[src/design/tic_pkg.sv]
`default_nettype none

package tic_pkg;

    // Field and datapath widths
    localparam int VAL_W  = 32;
    localparam int EPS_W  = 16;
    localparam int FRAC_W = 17;
    localparam int DATA_W = 32;
    localparam int ADDR_W = 3;

    // One lane per possible polygon corner
    localparam int LANES = 4;

    // One quotient bit per divider stage
    localparam int QBITS = FRAC_W;

    // Lane registers behind the case select: operand stage, divider steps, clamp
    localparam int LANE_DEPTH = QBITS + 2;

    typedef logic signed [VAL_W-1:0] val_t;
    typedef logic [EPS_W-1:0]        eps_t;
    typedef logic [FRAC_W-1:0]       frac_t;
    typedef logic [1:0]              vidx_t;

    localparam frac_t FRAC_ONE  = frac_t'(1 << (FRAC_W - 1));
    localparam val_t  ISO_RESET = '0;
    localparam eps_t  EPS_RESET = eps_t'(1);

    // Final corner number of a quad and of a triangle
    localparam vidx_t LAST_QUAD = vidx_t'(LANES - 1);
    localparam vidx_t LAST_TRI  = vidx_t'(LANES - 2);

    // Register map, indexed by paddr[2]
    typedef enum logic {
        REG_ISO_LEVEL = 1'b0,
        REG_CLAMP_EPS = 1'b1
    } reg_idx_t;

    typedef struct packed {
        vidx_t from_v;
        vidx_t to_v;
    } edge_t;

    // Item-level info that travels alongside the lanes
    typedef struct packed {
        logic                  cut;
        logic                  is_quad;
        edge_t [LANES-1:0]     edges;
    } item_meta_t;

    // Cut edges per crossing case, slot 0 in the low nibble, {from, to} per nibble.
    // Case index is {v1 differs, v2 differs, v3 differs} from vertex 0.
    localparam logic [15:0] CASE_EDGES [8] = '{
        16'h0000, 16'h0B73, 16'h06E2, 16'h6732,
        16'h0D91, 16'h3B91, 16'hDE21, 16'h0321
    };

    // Cases that give a quad
    localparam logic [7:0] QUAD_CASES = 8'b0110_1000;

    function automatic edge_t case_edge(input logic [2:0] idx, input vidx_t slot);
        logic [15:0] row;
        row = CASE_EDGES[idx];
        return edge_t'(row[{slot, 2'b00} +: 4]);
    endfunction

endpackage

`default_nettype wire

[src/design/tic_select.sv]
`default_nettype none

module tic_select (
    input  logic                        aclk,
    input  logic                        aresetn,
    input  logic                        adv,
    input  logic                        in_valid,
    input  tic_pkg::val_t               values [tic_pkg::LANES],
    input  tic_pkg::val_t               iso_level,
    output logic                        valid_o,
    output tic_pkg::item_meta_t         meta_o,
    output tic_pkg::val_t               vs_o [tic_pkg::LANES],
    output tic_pkg::val_t               ve_o [tic_pkg::LANES],
    output logic [tic_pkg::LANES-1:0]   above_o
);
    import tic_pkg::*;

    logic [LANES-1:0] up;
    logic [2:0]       case_idx;
    logic             quad;
    vidx_t            slot [LANES];
    item_meta_t       meta_next;
    val_t             vs_next [LANES];
    val_t             ve_next [LANES];
    logic [LANES-1:0] above_next;

    logic             valid_reg;
    item_meta_t       meta_reg;
    val_t             vs_reg [LANES];
    val_t             ve_reg [LANES];
    logic [LANES-1:0] above_reg;

    // Classify vertices, pick the case, apply winding and fetch edge operands
    always_comb begin
        for (int k = 0; k < LANES; k++) begin
            up[k] = values[k] > iso_level;
        end
        case_idx          = {up[1] ^ up[0], up[2] ^ up[0], up[3] ^ up[0]};
        quad              = QUAD_CASES[case_idx];
        meta_next.cut     = (case_idx != '0);
        meta_next.is_quad = quad;
        for (int k = 0; k < LANES; k++) begin
            slot[k] = vidx_t'(k);
            // vertex 0 above: reverse the winding
            if (up[0]) begin
                if (quad) begin
                    if (k == 1)      slot[k] = vidx_t'(3);
                    else if (k == 3) slot[k] = vidx_t'(1);
                end else begin
                    if (k == 1)      slot[k] = vidx_t'(2);
                    else if (k == 2) slot[k] = vidx_t'(1);
                end
            end
            meta_next.edges[k] = case_edge(case_idx, slot[k]);
            vs_next[k]         = values[meta_next.edges[k].from_v];
            ve_next[k]         = values[meta_next.edges[k].to_v];
            above_next[k]      = up[meta_next.edges[k].from_v];
        end
    end

    always_ff @(posedge aclk) begin
        if (!aresetn) begin
            valid_reg <= 1'b0;
        end else if (adv) begin
            valid_reg <= in_valid;
        end
    end

    always_ff @(posedge aclk) begin
        if (adv) begin
            meta_reg  <= meta_next;
            vs_reg    <= vs_next;
            ve_reg    <= ve_next;
            above_reg <= above_next;
        end
    end

    assign valid_o = valid_reg;
    assign meta_o  = meta_reg;
    assign vs_o    = vs_reg;
    assign ve_o    = ve_reg;
    assign above_o = above_reg;

endmodule

`default_nettype wire

[config.mk]
export PLATFORM = sky130hd
export DESIGN_NAME = tic_select
export DESIGN_NICKNAME = d
export VERILOG_FILES = /design/src/design/tic_pkg.sv /design/src/design/tic_select.sv
export SDC_FILE = /design/constraint.sdc
export NUM_CORES = 1
export LEC_CHECK = 0
export CORE_ASPECT_RATIO = 0.9
export CORE_MARGIN = 4
export CORE_UTILIZATION = 65
export CTS_BUF_LIST = sky130_fd_sc_hd__clkbuf_4 sky130_fd_sc_hd__clkbuf_8 sky130_fd_sc_hd__clkbuf_16
export DETAILED_ROUTE_END_ITERATION = 6
export DONT_BUFFER_PORTS = 1
export PLACE_DENSITY_LB_ADDON = 0.1
export SYNTH_ARGS = -nofsm -noshare
export SYNTH_HDL_FRONTEND = slang
export SYNTH_SLANG_ARGS = --single-unit
[constraint.sdc]
create_clock -name aclk -period 6.1 [get_ports aclk]
set_input_delay 0.61 -clock aclk [delete_from_list [all_inputs] [get_ports aclk]]
set_output_delay 0.61 -clock aclk [all_outputs]
set_load 0.05 [all_outputs]
==> metrics <==
CP Max Fanout=between 40 and 50; Slew HR=30.5%; cell taking the most area after synthesis=edfxtp_1; global routing met1 resource utilization=~47%; hold_buf cts=0; most common cell in the netlist=mux2i_1; Tmin final=5.25 ns; gpl congestion=between 0.9 and 1; Max Freq=between 150 and 200 MHz; synthesized area=~0.019 sq mm; R2R cell count=2; WHS=roughly 0.14 ns; Crit path required time=6.49 ns; CP Capture Type=register; post-CTS setup buffer count=0; Worst R2R End=valid_o$_SDFFE_PN0P_; HP Class=in2reg; Final setup viols=0; RSZ-0062 raised after global routing=false; Mean Syn Cell Area=about 12 sq um; R2R setup slack=around 5 ns; initial drt markers=about 1,300; clock transition at the registers of the reported paths=approximately 0.06 ns; Vias/cell=roughly 7; total global routing overflow=0; PwrDens=486 mW/mm^2; commonest register cell after synthesis=edfxtp_1; WL/cell=approximately 30 microns; DRT Wirelength=around 58,000 microns; synth warn=0; CTS root buffer=clkbuf_16; Die W=roughly 190 microns; sequential share of the synthesized area=43.7%; Initial Utilization=around two thirds; core area=between 0.02 and 0.03 sq mm; share of cells above drive strength 1=around 8.7%; skew final=0 ns; first-pass GRT wire length=roughly 87,000 microns; # H-tree levels=1; DRC viols=0; max_cap viols=0; clk sinks=approximately 280; Tcrit/Tclk final=86.1%; Fill cells=2,079; largest net degree at the start of global routing=278; area fraction of the dominant cell type after synthesis=43.6%; CTS tree=done; nets=about 1,800; CP max-delay cell=a2111oi_0; crit-path cells=inv_1 > ha_1 > a21o_1 > a2111oi_0 > a31oi_1 > nor2_4 > inv_2 > xnor2_1 > inv_1 > ha_1 > clkinv_1 > buf_4 > nor2_1 > o21ai_0 > a22o_2 > buf_4 > nand2_1 > a32oi_1; Mapped Cells=1,560; cts repair resizes=0; worst stage delay on the critical path=0.76 ns; remaining antenna violation count=0; later-pin clock latency in the skew report=around 0.55 ns; total CTS buffers=29; Critical Path AT=5.65 ns; I/O Buffers=0; antenna cells=0; total number of vias=~14,000; Yosys reg bits=between 200 and 300; Worst Path Class, Setup=in2reg; critical path launch point=iso_level[29]; gr usage total=between 30% and 40%; Final Max Slew Viols=0; CP Launch Type=input port; vias in the first global route=13,688; EDFF count, synth=276; Peak VDD IR=between 0.0003 and 0.0004 V; Synth area leaders=edfxtp_1 44%, mux2i_1 25%, ha_1 8.9%; R2R Path Start=valid_o$_SDFFE_PN0P_; hpwl dp=roughly 40,000 microns; Clock Path Buffers=3; I/O pin count=~440; area of the die=around 0.032 sq mm; initial antenna violation count=1; Post-synth top cells=472 x mux2i_1, 276 x edfxtp_1, 135 x ha_1; GR peak layer=met2; grt met2 use=a little under three fifths; Area growth, synth to finish=6.62%; Lkg Pwr=~0.008 uW; post-synth cell types=79; Die H=between 150 and 200 microns; status=completed; CP endpoint=vs_o[37]$_DFFE_PP_; routing usage on met3=8.82%; std cell rows=just under 60; Hold Fails Final Rpt=0; ys async rst share=0%; 1st-pass router iterations=6; Worst-Margin Slew=between 1 and 1.5 ns; TNS Setup=0 ns
cells by family (layout without fill, tap and decap cells):
group | after synthesis | in the layout | share of synthesized area, %
muxes | 490 | 490 | 26.9
DFF | 277 | 277 | 43.7
buffers and inverters | 147 | 138 | 4.47
other | 1 | 2 | 0.0197
and+or+nand+nor | 230 | 230 | 5.83
xor gates and xnor gates | 2 | 2 | 0.0922
adders and majority gates | 135 | 135 | 8.89
AOI/OAI and AO/OA | 278 | 278 | 10.1
per-stage QoR:
stage	area, sq um	utilization, %	cells	total power [uW]	worst slack, ns
global route	20300	70.2	1948	10200	0.642
floorplan	19000	-	1561	7280	1.36
finish	20300	70.2	1948	9850	0.846
detailed placement	19300	67.0	1898	8080	0.400
CTS	20300	70.2	1948	9820	0.994
global placement	19300	67.0	1898	7970	0.580
where the power goes:
group	switching, uW	internal [uW]
sequential	2010	2880
combinational	1850	1370
clock	736	1010
registers in the layout (all words and copies together), names as in the netlist:
| signal | cells |
|---|---|
| meta_o | 16 |
| vs_o | 128 |
| ve_o | 128 |
| valid_o | 1 |
| above_o | 4 |
worst max-delay path, delay by kind of cell:
kind / cells / cell delay (ns)
compound gates: 6 / 2.19
fa+ha+maj: 2 / 0.59
xor+xnor: 1 / 0.44
buf+inv: 6 / 1.17
simple gates: 3 / 0.58
per-layer routing:
layer  share of wire, %  wire length (microns)
met2                 47                  27500
met3                 10                   5950
met5              0.021                     12
met1                 39                  22900
met4                3.1                   1790
final cells by class:
class | instances | area (sq um) | area share (%)
multi-input cells | 1137 | 9980 | 49.3
repair buffers | 40 | 375 | 1.85
flip-flops and latches | 277 | 8310 | 41.0
inverters | 48 | 180 | 0.889
clock inverters | 16 | 154 | 0.760
clock buffers | 34 | 763 | 3.77
well taps | 396 | 495 | 2.45
cells in the final DEF (no fill, tap or decap), types with 6 or more instances in the layout:
cell and n:
nand2_1 128, inv_1 45, a21oi_1 87, clkbuf_16 29, ha_1 134, o21ai_0 27
a21o_1 13, nor2_1 20, edfxtp_1 276, nor3_1 6, o221ai_1 32, o21ai_1 28
mux4_2 16, buf_12 6, clkinv_1 9, a32oi_1 34, nand3_1 14, nand4_1 27
mux2i_1 471, buf_4 34
how the worst min path moves through the flow:
stage / start / end / depth (start not counted)
after CTS: values[109] / vs_o[109]$_DFFE_PP_ / 0
after global placement: values[105] / vs_o[105]$_DFFE_PP_ / 0
after floorplan: values[100] / vs_o[100]$_DFFE_PP_ / 0
final: values[127] / vs_o[127]$_DFFE_PP_ / 0
after detailed placement: values[121] / vs_o[121]$_DFFE_PP_ / 0
after global routing: values[121] / vs_o[121]$_DFFE_PP_ / 0
Power figures use the tool's default switching activity.
