[src/design/tic_pkg.sv]
`default_nettype none

package tic_pkg;

    // Field and datapath widths
    localparam int VAL_W  = 32;
    localparam int EPS_W  = 16;
    localparam int FRAC_W = 17;
    localparam int DATA_W = 32;
    localparam int ADDR_W = 3;

    // One lane per possible polygon corner
    localparam int LANES = 4;

    // One quotient bit per divider stage
    localparam int QBITS = FRAC_W;

    // Lane registers behind the case select: operand stage, divider steps, clamp
    localparam int LANE_DEPTH = QBITS + 2;

    typedef logic signed [VAL_W-1:0] val_t;
    typedef logic [EPS_W-1:0]        eps_t;
    typedef logic [FRAC_W-1:0]       frac_t;
    typedef logic [1:0]              vidx_t;

    localparam frac_t FRAC_ONE  = frac_t'(1 << (FRAC_W - 1));
    localparam val_t  ISO_RESET = '0;
    localparam eps_t  EPS_RESET = eps_t'(1);

    // Final corner number of a quad and of a triangle
    localparam vidx_t LAST_QUAD = vidx_t'(LANES - 1);
    localparam vidx_t LAST_TRI  = vidx_t'(LANES - 2);

    // Register map, indexed by paddr[2]
    typedef enum logic {
        REG_ISO_LEVEL = 1'b0,
        REG_CLAMP_EPS = 1'b1
    } reg_idx_t;

    typedef struct packed {
        vidx_t from_v;
        vidx_t to_v;
    } edge_t;

    // Item-level info that travels alongside the lanes
    typedef struct packed {
        logic                  cut;
        logic                  is_quad;
        edge_t [LANES-1:0]     edges;
    } item_meta_t;

    // Cut edges per crossing case, slot 0 in the low nibble, {from, to} per nibble.
    // Case index is {v1 differs, v2 differs, v3 differs} from vertex 0.
    localparam logic [15:0] CASE_EDGES [8] = '{
        16'h0000, 16'h0B73, 16'h06E2, 16'h6732,
        16'h0D91, 16'h3B91, 16'hDE21, 16'h0321
    };

    // Cases that give a quad
    localparam logic [7:0] QUAD_CASES = 8'b0110_1000;

    function automatic edge_t case_edge(input logic [2:0] idx, input vidx_t slot);
        logic [15:0] row;
        row = CASE_EDGES[idx];
        return edge_t'(row[{slot, 2'b00} +: 4]);
    endfunction

endpackage

`default_nettype wire

[src/design/tic_merge.sv]
`default_nettype none

module tic_merge (
    input  logic                aclk,
    input  logic                aresetn,
    input  logic                load,
    input  tic_pkg::item_meta_t meta,
    input  tic_pkg::frac_t      fracs [tic_pkg::LANES],
    output logic                load_ok,
    output logic                m_valid,
    input  logic                m_ready,
    output tic_pkg::vidx_t      m_from_vertex,
    output tic_pkg::vidx_t      m_to_vertex,
    output tic_pkg::frac_t      m_fraction,
    output tic_pkg::vidx_t      m_corner,
    output logic                m_is_quad,
    output logic                m_last
);
    import tic_pkg::*;

    logic       buf_valid_reg, buf_valid_next;
    vidx_t      corner_reg, corner_next;
    item_meta_t meta_reg;
    frac_t      frac_reg [LANES];
    logic       is_last;
    logic       take;

    assign is_last = (corner_reg == (meta_reg.is_quad ? LAST_QUAD : LAST_TRI));
    assign take    = buf_valid_reg && m_ready;
    // a new polygon may enter as the final corner of the held one leaves
    assign load_ok = !buf_valid_reg || (m_ready && is_last);

    always_comb begin
        buf_valid_next = buf_valid_reg;
        corner_next    = corner_reg;
        if (take) begin
            if (is_last) buf_valid_next = 1'b0;
            else         corner_next    = corner_reg + vidx_t'(1);
        end
        if (load) begin
            buf_valid_next = 1'b1;
            corner_next    = '0;
        end
    end

    always_ff @(posedge aclk) begin
        if (!aresetn) begin
            buf_valid_reg <= 1'b0;
            corner_reg    <= '0;
        end else begin
            buf_valid_reg <= buf_valid_next;
            corner_reg    <= corner_next;
        end
    end

    always_ff @(posedge aclk) begin
        if (load) begin
            meta_reg <= meta;
            frac_reg <= fracs;
        end
    end

    // Corner select from the held polygon
    assign m_valid       = buf_valid_reg;
    assign m_from_vertex = meta_reg.edges[corner_reg].from_v;
    assign m_to_vertex   = meta_reg.edges[corner_reg].to_v;
    assign m_fraction    = frac_reg[corner_reg];
    assign m_corner      = corner_reg;
    assign m_is_quad     = meta_reg.is_quad;
    assign m_last        = is_last;

endmodule

`default_nettype wire

[config.mk]
export PLATFORM = sky130hd
export DESIGN_NAME = tic_merge
export DESIGN_NICKNAME = d
export VERILOG_FILES = /design/src/design/tic_pkg.sv /design/src/design/tic_merge.sv
export SDC_FILE = /design/constraint.sdc
export NUM_CORES = 1
export LEC_CHECK = 0
export BUFFER_PORTS_ARGS = -buffer_cell sky130_fd_sc_hd__buf_4
export CAP_MARGIN = 20
export CORE_MARGIN = 1
export CORE_UTILIZATION = 36
export CTS_BUF_LIST = sky130_fd_sc_hd__clkbuf_4
export DETAILED_ROUTE_END_ITERATION = 12
export PLACE_DENSITY = 0.75
export SLEW_MARGIN = 15
export SYNTH_ARGS = -nofsm -noshare
export SYNTH_HDL_FRONTEND = slang
export SYNTH_SLANG_ARGS = --single-unit
[constraint.sdc]
create_clock -name aclk -period 1.39 [get_ports aclk]
set_input_delay 0.278 -clock aclk [delete_from_list [all_inputs] [get_ports aclk]]
set_output_delay 0.278 -clock aclk [all_outputs]
set_load 0.01 [all_outputs]
==> metrics.cfg, run 1 <==
[synthesis]
async_flop_share_pct=0
yosysMostFrequentCell=edfxtp_1
synth_area_leaders=edfxtp_1 79%, mux4_2 12%, mux4_1 3.2%
synthCells=131
synth-edff-count=85
synth.distinct_cells=19
synth_nets=221
yosysSeqAreaShare_pct=80.43
synth_area_mm2=0.003248
synth_warnings=0
synth_top_area_cell=edfxtp_1
synth_top_area_share_pct=78.58
synth_area_per_cell_um2=24.79
synth_common_cells=85 x edfxtp_1, 17 x mux4_2, 4 x mux4_1, 3 x buf_2, 3 x dfxtp_1
synth-seq-cells=88
synth_ff_type=edfxtp_1

[hold_path]
worstHoldStart=meta[16]
hold_depth=1
min_to=m_is_quad$_DFFE_PP_
hp-class=input port to flop

[cts]
htreeDepth=3
cts.path.max_buffers=2
cts_sinks=88
cts_tree=done
cts-root-buf=clkbuf_4
cts.clk_slew.worst_paths_ns=0.14
clk_latency_ns=0.42
numCtsBuffers=9

[global_route]
grt_pass1_wl_mm=11.97
antenna_found_initial=0
grt_usage_pct=17.02
overflow=0
grt_max_degree=26
grt_pass1_vias=2377

[floorplan]
die_w_um=96.99
ios=117
dieArea_mm2=0.009406
num_rows=34
die_h_um=96.99
start_util_pct=37.25
core_mm2=0.008721

[final_layout]
finalNetCount=428
multi_input_area_um2=578.1
regArea_mm2=0.002621
n_antenna_cell=0
final_cells=451
nFillCells=625
drive_gt1_share_pct=49.27
area_growth_pct=64.25
largest_register_ffs=68

[route]
vias=2115
first_pass_iters=4
ant_nets=0
vias_per_cell=4.690
top_layer_used=met4
drt_wl_total_mm=7.483
drt_iter0_drc=91
wl_met2_mm=4.039
route.detailed.drc=0
dr_wl_met3_um=426
wire_per_inst_um=16.59
wl_met1_mm=2.922

[status]
status=complete, but fails checks
violations=setup timing

[timing]
clock_skew_ns=0.01381
period_needed_ns=1.943
rsz0062_at_grt=yes
hold_viol_final=0
worst_slack_ns=-0.5526
setup_viol=25
slew_violations=0
fmax_mhz=514.8
period_share_pct=139.8
slew_headroom_pct=78.83
worst_slew_pin_slew_ns=0.3176
finalSetupTns_ns=-12.23

[placement]
numPortBuffers=115
hpwl_mm=4.191
gp_congestion=0.6676
dp_cells=358

[setup_path]
startpoint_type=flop
cp.arrival_ns=1.66
r2r_slack_ns=0.13
timing.rr.start=m_corner[0]$_SDFFE_PP0P_
crit_chain=buf_12 > mux4_2 > buf_6
path_max_fanout=9
max_stage_delay_ns=0.52
critPathTopFamily=multiplexers
cp.required_ns=1.11
critPathCaptureType=output port
crit_buf_inv=2
crit_start=m_corner[0]$_SDFFE_PP0P_
crit_slowest_cell=mux4_2
worst_r2r_path_depth=5
r2r_end=m_corner[0]$_SDFFE_PP0P_
crit_type=flop to output port

[pwr]
powerDensity_mw_per_mm2=967.3
power.leakage_nw=2.042
power.total_mw=5.161
peakVddDrop_mv=0.5729

[flow_run]
drv_cap=0

through the flow:
step | area [um^2] | hold WS (ns) | setup WS, ns | util (%)
after floorplan | 3253 | 0.3769 | -0.05436 | -
after global placement | 4340 | 0.4559 | -0.1486 | 49.77
after detailed placement | 4340 | 0.4573 | -0.1720 | 49.77
after CTS | 5261 | 0.0001944 | -0.5841 | 60.33
after global routing | 5335 | 0.0009293 | -0.6300 | 61.18
final | 5335 | 0.03625 | -0.5526 | 61.18
cell type report:
class / count / area share (%)
inverter: 1 / 0.07036
clock buffer: 10 / 1.407
sequential: 88 / 49.13
clock inverter: 6 / 0.6801
multi-input combinational: 36 / 10.83
timing repair buffer: 202 / 35.34
tap: 108 / 2.533
routing by layer:
metal | GRT usage [%] | vias up
met5 | 0 | -
met4 | 6.544 | 0
met3 | 4.191 | 11
met2 | 29.90 | 89
met1 | 20.07 | 1043
li1 | - | 972
power breakdown:
group          internal [mW]  switching (mW)
registers               3.13          0.0649
logic                  0.520           0.240
clock network          0.377           0.832
total                   4.02            1.14
cells by family after synthesis:
family / synth area share [%]
simple gates: 0.9633
mux: 15.02
buf+inv: 1.887
compound gates: 1.425
flops: 80.43
xor+xnor: 0.2697
worst max path at each step:
stage | slack [ns] | to | cells after the start
after floorplan | -0.05 | m_fraction[0] | 3
after global placement | -0.15 | m_fraction[9] | 3
after detailed placement | -0.17 | m_fraction[13] | 3
after CTS | -0.58 | m_fraction[7] | 3
after global routing | -0.63 | m_fraction[12] | 3
final | -0.55 | m_fraction[7] | 3
repair_timing:
item,in CTS,in global routing
gates cloned,1,0
hold buffers,67,5
setup buffers,3,1
hold endpoints to repair,67,5
resized for setup,33,3
pin swaps,1,0
endpoints found under the setup margin,25,27
cell usage in the layout (no fill, tap or decap), types with 2 or more instances in the layout:
cell           netlist  final
buf_4                0     98
edfxtp_1            85     85
clkinv_1             0      2
a21oi_1              2      2
dfxtp_4              0      2
clkinvlp_4           0      2
mux4_2              17     21
nand3_1              2      2
buf_12               1      6
nor2_1               2      2
clkbuf_4             0     10
nand2_1              2      2
buf_6                2     25
dlygate4sd3_1        0     72
(Power assumes the default switching activity.)
==> inputs of run 2 (changes only) <==
--- a/config.mk
+++ b/config.mk
@@ -12,6 +12,7 @@
 export CTS_BUF_LIST = sky130_fd_sc_hd__clkbuf_4
 export DETAILED_ROUTE_END_ITERATION = 12
 export PLACE_DENSITY = 0.75
+export RECOVER_POWER = 50
 export SLEW_MARGIN = 15
 export SYNTH_ARGS = -nofsm -noshare
 export SYNTH_HDL_FRONTEND = slang
==> run 2 against run 1 <==
  * The run still ends with setup timing left
  * Flip-flop and latch count is the same
  * Largest power group unchanged
  * First-iteration DRC count is the same
  * Hold slack gained 0.024 ns
  * Critical path type unchanged
  * Global-route usage is the same
  * Final cell count is the same
==> metrics.cfg, run 2 (synthesized netlist as in run 1, its figures left out) <==
[final_layout]
nFillCells=634  ; +1.4%
finish.utilization_pct=60.63  ; -0.55 points
area_growth_pct=62.79
layout_common_cells=85 x edfxtp_1, 81 x buf_4, 72 x dlygate4sd3_1, 25 x buf_6, 22 x clkbuf_4
finalNetCount=428  ; unchanged
final_common_cell=edfxtp_1
n_antenna_cell=0  ; unchanged
largest_register_ffs=68  ; unchanged
final_cells=451  ; unchanged
drive_gt1_share_pct=48.10  ; -1.2 points

[setup_path]
crit_type=flop to output port
path_max_fanout=9  ; unchanged
critPathTopFamily=multiplexers
startpoint_type=flop
crit_slowest_cell=mux4_2
cp.arrival_ns=1.66  ; about the same
crit_buf_inv=2  ; unchanged
critPathCaptureType=output port
crit_chain=buf_12 > mux4_2 > buf_6
max_stage_delay_ns=0.52  ; about the same
cp.required_ns=1.11  ; about the same

[route]
dr_wl_met3_um=409  ; -4.0%
wire_per_inst_um=16.54  ; -0.33%
vias=2112  ; -0.14%
wl_met2_mm=4.058  ; +0.47%
route.detailed.drc=0  ; unchanged
first_pass_iters=4  ; unchanged
wl_met1_mm=2.912  ; -0.34%
vias_per_cell=4.683  ; -0.14%
drt_iter0_drc=91  ; unchanged
drt_wl_total_mm=7.458  ; -0.33%
top_layer_used=met4
ant_nets=0  ; unchanged

[global_route]
grt_pass1_vias=2377  ; unchanged
grt_usage_pct=17.02  ; unchanged
antenna_found_initial=0  ; unchanged
overflow=0  ; unchanged
grt_max_degree=26  ; unchanged
grt_pass1_wl_mm=11.97  ; unchanged

[cts]
clk_latency_ns=0.42  ; about the same
cts_sinks=88  ; unchanged
cts_tree=done
htreeDepth=3  ; unchanged
cts.clk_slew.worst_paths_ns=0.14  ; about the same
cts-root-buf=clkbuf_4
numCtsBuffers=9  ; unchanged
cts.path.max_buffers=2  ; unchanged

[floorplan]
ios=117  ; unchanged
dieArea_mm2=0.009406  ; unchanged
num_rows=34  ; unchanged
start_util_pct=37.25  ; unchanged
core_mm2=0.008721  ; unchanged
die_h_um=96.99  ; unchanged
die_w_um=96.99  ; unchanged

[timing]
setup_viol=25  ; unchanged
hold_viol_final=0  ; unchanged
finalSetupTns_ns=-12.20  ; +0.03360 ns
worst_slew_pin_slew_ns=0.6387  ; +0.3211 ns
rsz0062_at_grt=yes
slew_headroom_pct=57.42  ; -21 points
period_needed_ns=1.940  ; -0.002708 ns
slew_violations=0  ; unchanged
worst_slack_ns=-0.5499  ; +0.002708 ns
period_share_pct=139.6  ; -0.19 points
clock_skew_ns=0.01497  ; +0.001161 ns
fmax_mhz=515.5  ; +0.14%

[pwr]
pwr-share-clk_pct=23.5  ; about the same
p_int_mw=4.009  ; -0.38%
switching_power_mw=1.136  ; about the same
powerDensity_mw_per_mm2=973.0  ; +0.58%
power.leakage_nw=2.014  ; -1.4%
p_seq_share_pct=62.1  ; +0.2 points
combPwrFrac_pct=14.4  ; -0.3 points
power.switching_fraction_pct=22.08  ; +0.052 points
peakVddDrop_mv=0.5703  ; -0.46%

[placement]
numPortBuffers=115  ; unchanged
gp_congestion=0.6676  ; unchanged
hpwl_mm=4.191  ; unchanged
dp_cells=358  ; unchanged

[status]
violations=setup timing
status=complete, but fails checks

[hold_path]
hp-class=input port to flop

[flow_run]
drv_cap=0  ; unchanged

run 2: changes by cell type in the layout (fill, tap and decap cells not counted):
cell,change
clkbuf_4,+12
clkbuf_2,+3
buf_4,-17
clkbuf_1,+4
buf_12,-2
run 2: final timing paths:
path | end | slack (ns) | start | depth (start not counted)
worst max-delay path | m_fraction[7] | -0.55 | m_corner[0]$_SDFFE_PP0P_ | 3
worst min-delay path | m_is_quad$_DFFE_PP_ | 0.06 | meta[16] | 1
worst max register to register | m_corner[0]$_SDFFE_PP0P_ | 0.13 | m_corner[0]$_SDFFE_PP0P_ | 5
worst min register to register | m_corner[0]$_SDFFE_PP0P_ | 0.56 | m_valid$_SDFFE_PN0P_ | 1
run 2: routing by layer:
metal  vias up  global-route usage, %
met5         -                      0
met4         0                  6.544
met3         9                  4.191
met2        83                  29.90
met1      1049                  20.07
li1        971                      -
run 2: repair_timing:
action	4_1_cts	5_1_grt
setup endpoints to repair	25	27
cloned	1	0
buffers inserted	3	1
resized for setup	33	3
pin swaps	1	0
hold buffers	67	5
endpoints found under the hold margin	67	5
run 2: final cells by class:
type,instances,area [um^2],share of cell area [%]
flip-flops and latches,88,2621,49.57
repair buffers,202,1838,34.76
multi-input cells,36,578.1,10.93
well taps,108,135.1,2.556
clock buffers,10,75.07,1.420
clock inverters,6,36.28,0.6862
inverters,1,3.754,0.07099
run 2: power groups by stage:
stage | Sequential [mW] | Combinational (mW) | Clock [mW]
2_1_floorplan | 3.23 | 0.154 | 0
3_3_place_gp | 3.23 | 0.514 | 0
3_5_place_dp | 3.25 | 0.526 | 0
4_1_cts | 3.19 | 0.736 | 1.26
5_1_grt | 3.22 | 0.787 | 1.36
6_report | 3.19 | 0.741 | 1.21
run 2: worst reg2reg max path, stage by stage, from the launching register on:
cell      delay, ns
dfxtp_4        0.40
buf_12         0.15
buf_4          0.17
nor2_1         0.10
a21oi_1        0.05
a311oi_1       0.30
run 2: per-stage QoR:
stage               cell area (um^2)  total power [mW]  hold slack (ns)  setup WS [ns]
floorplan                       3253             3.381           0.3769       -0.05436
global placement                4340             3.747           0.4559        -0.1486
detailed placement              4340             3.773           0.4573        -0.1720
CTS                             5261             5.178        0.0001944        -0.5841
global route                    5288             5.362          0.02408        -0.6300
finish                          5288             5.145          0.05984        -0.5499
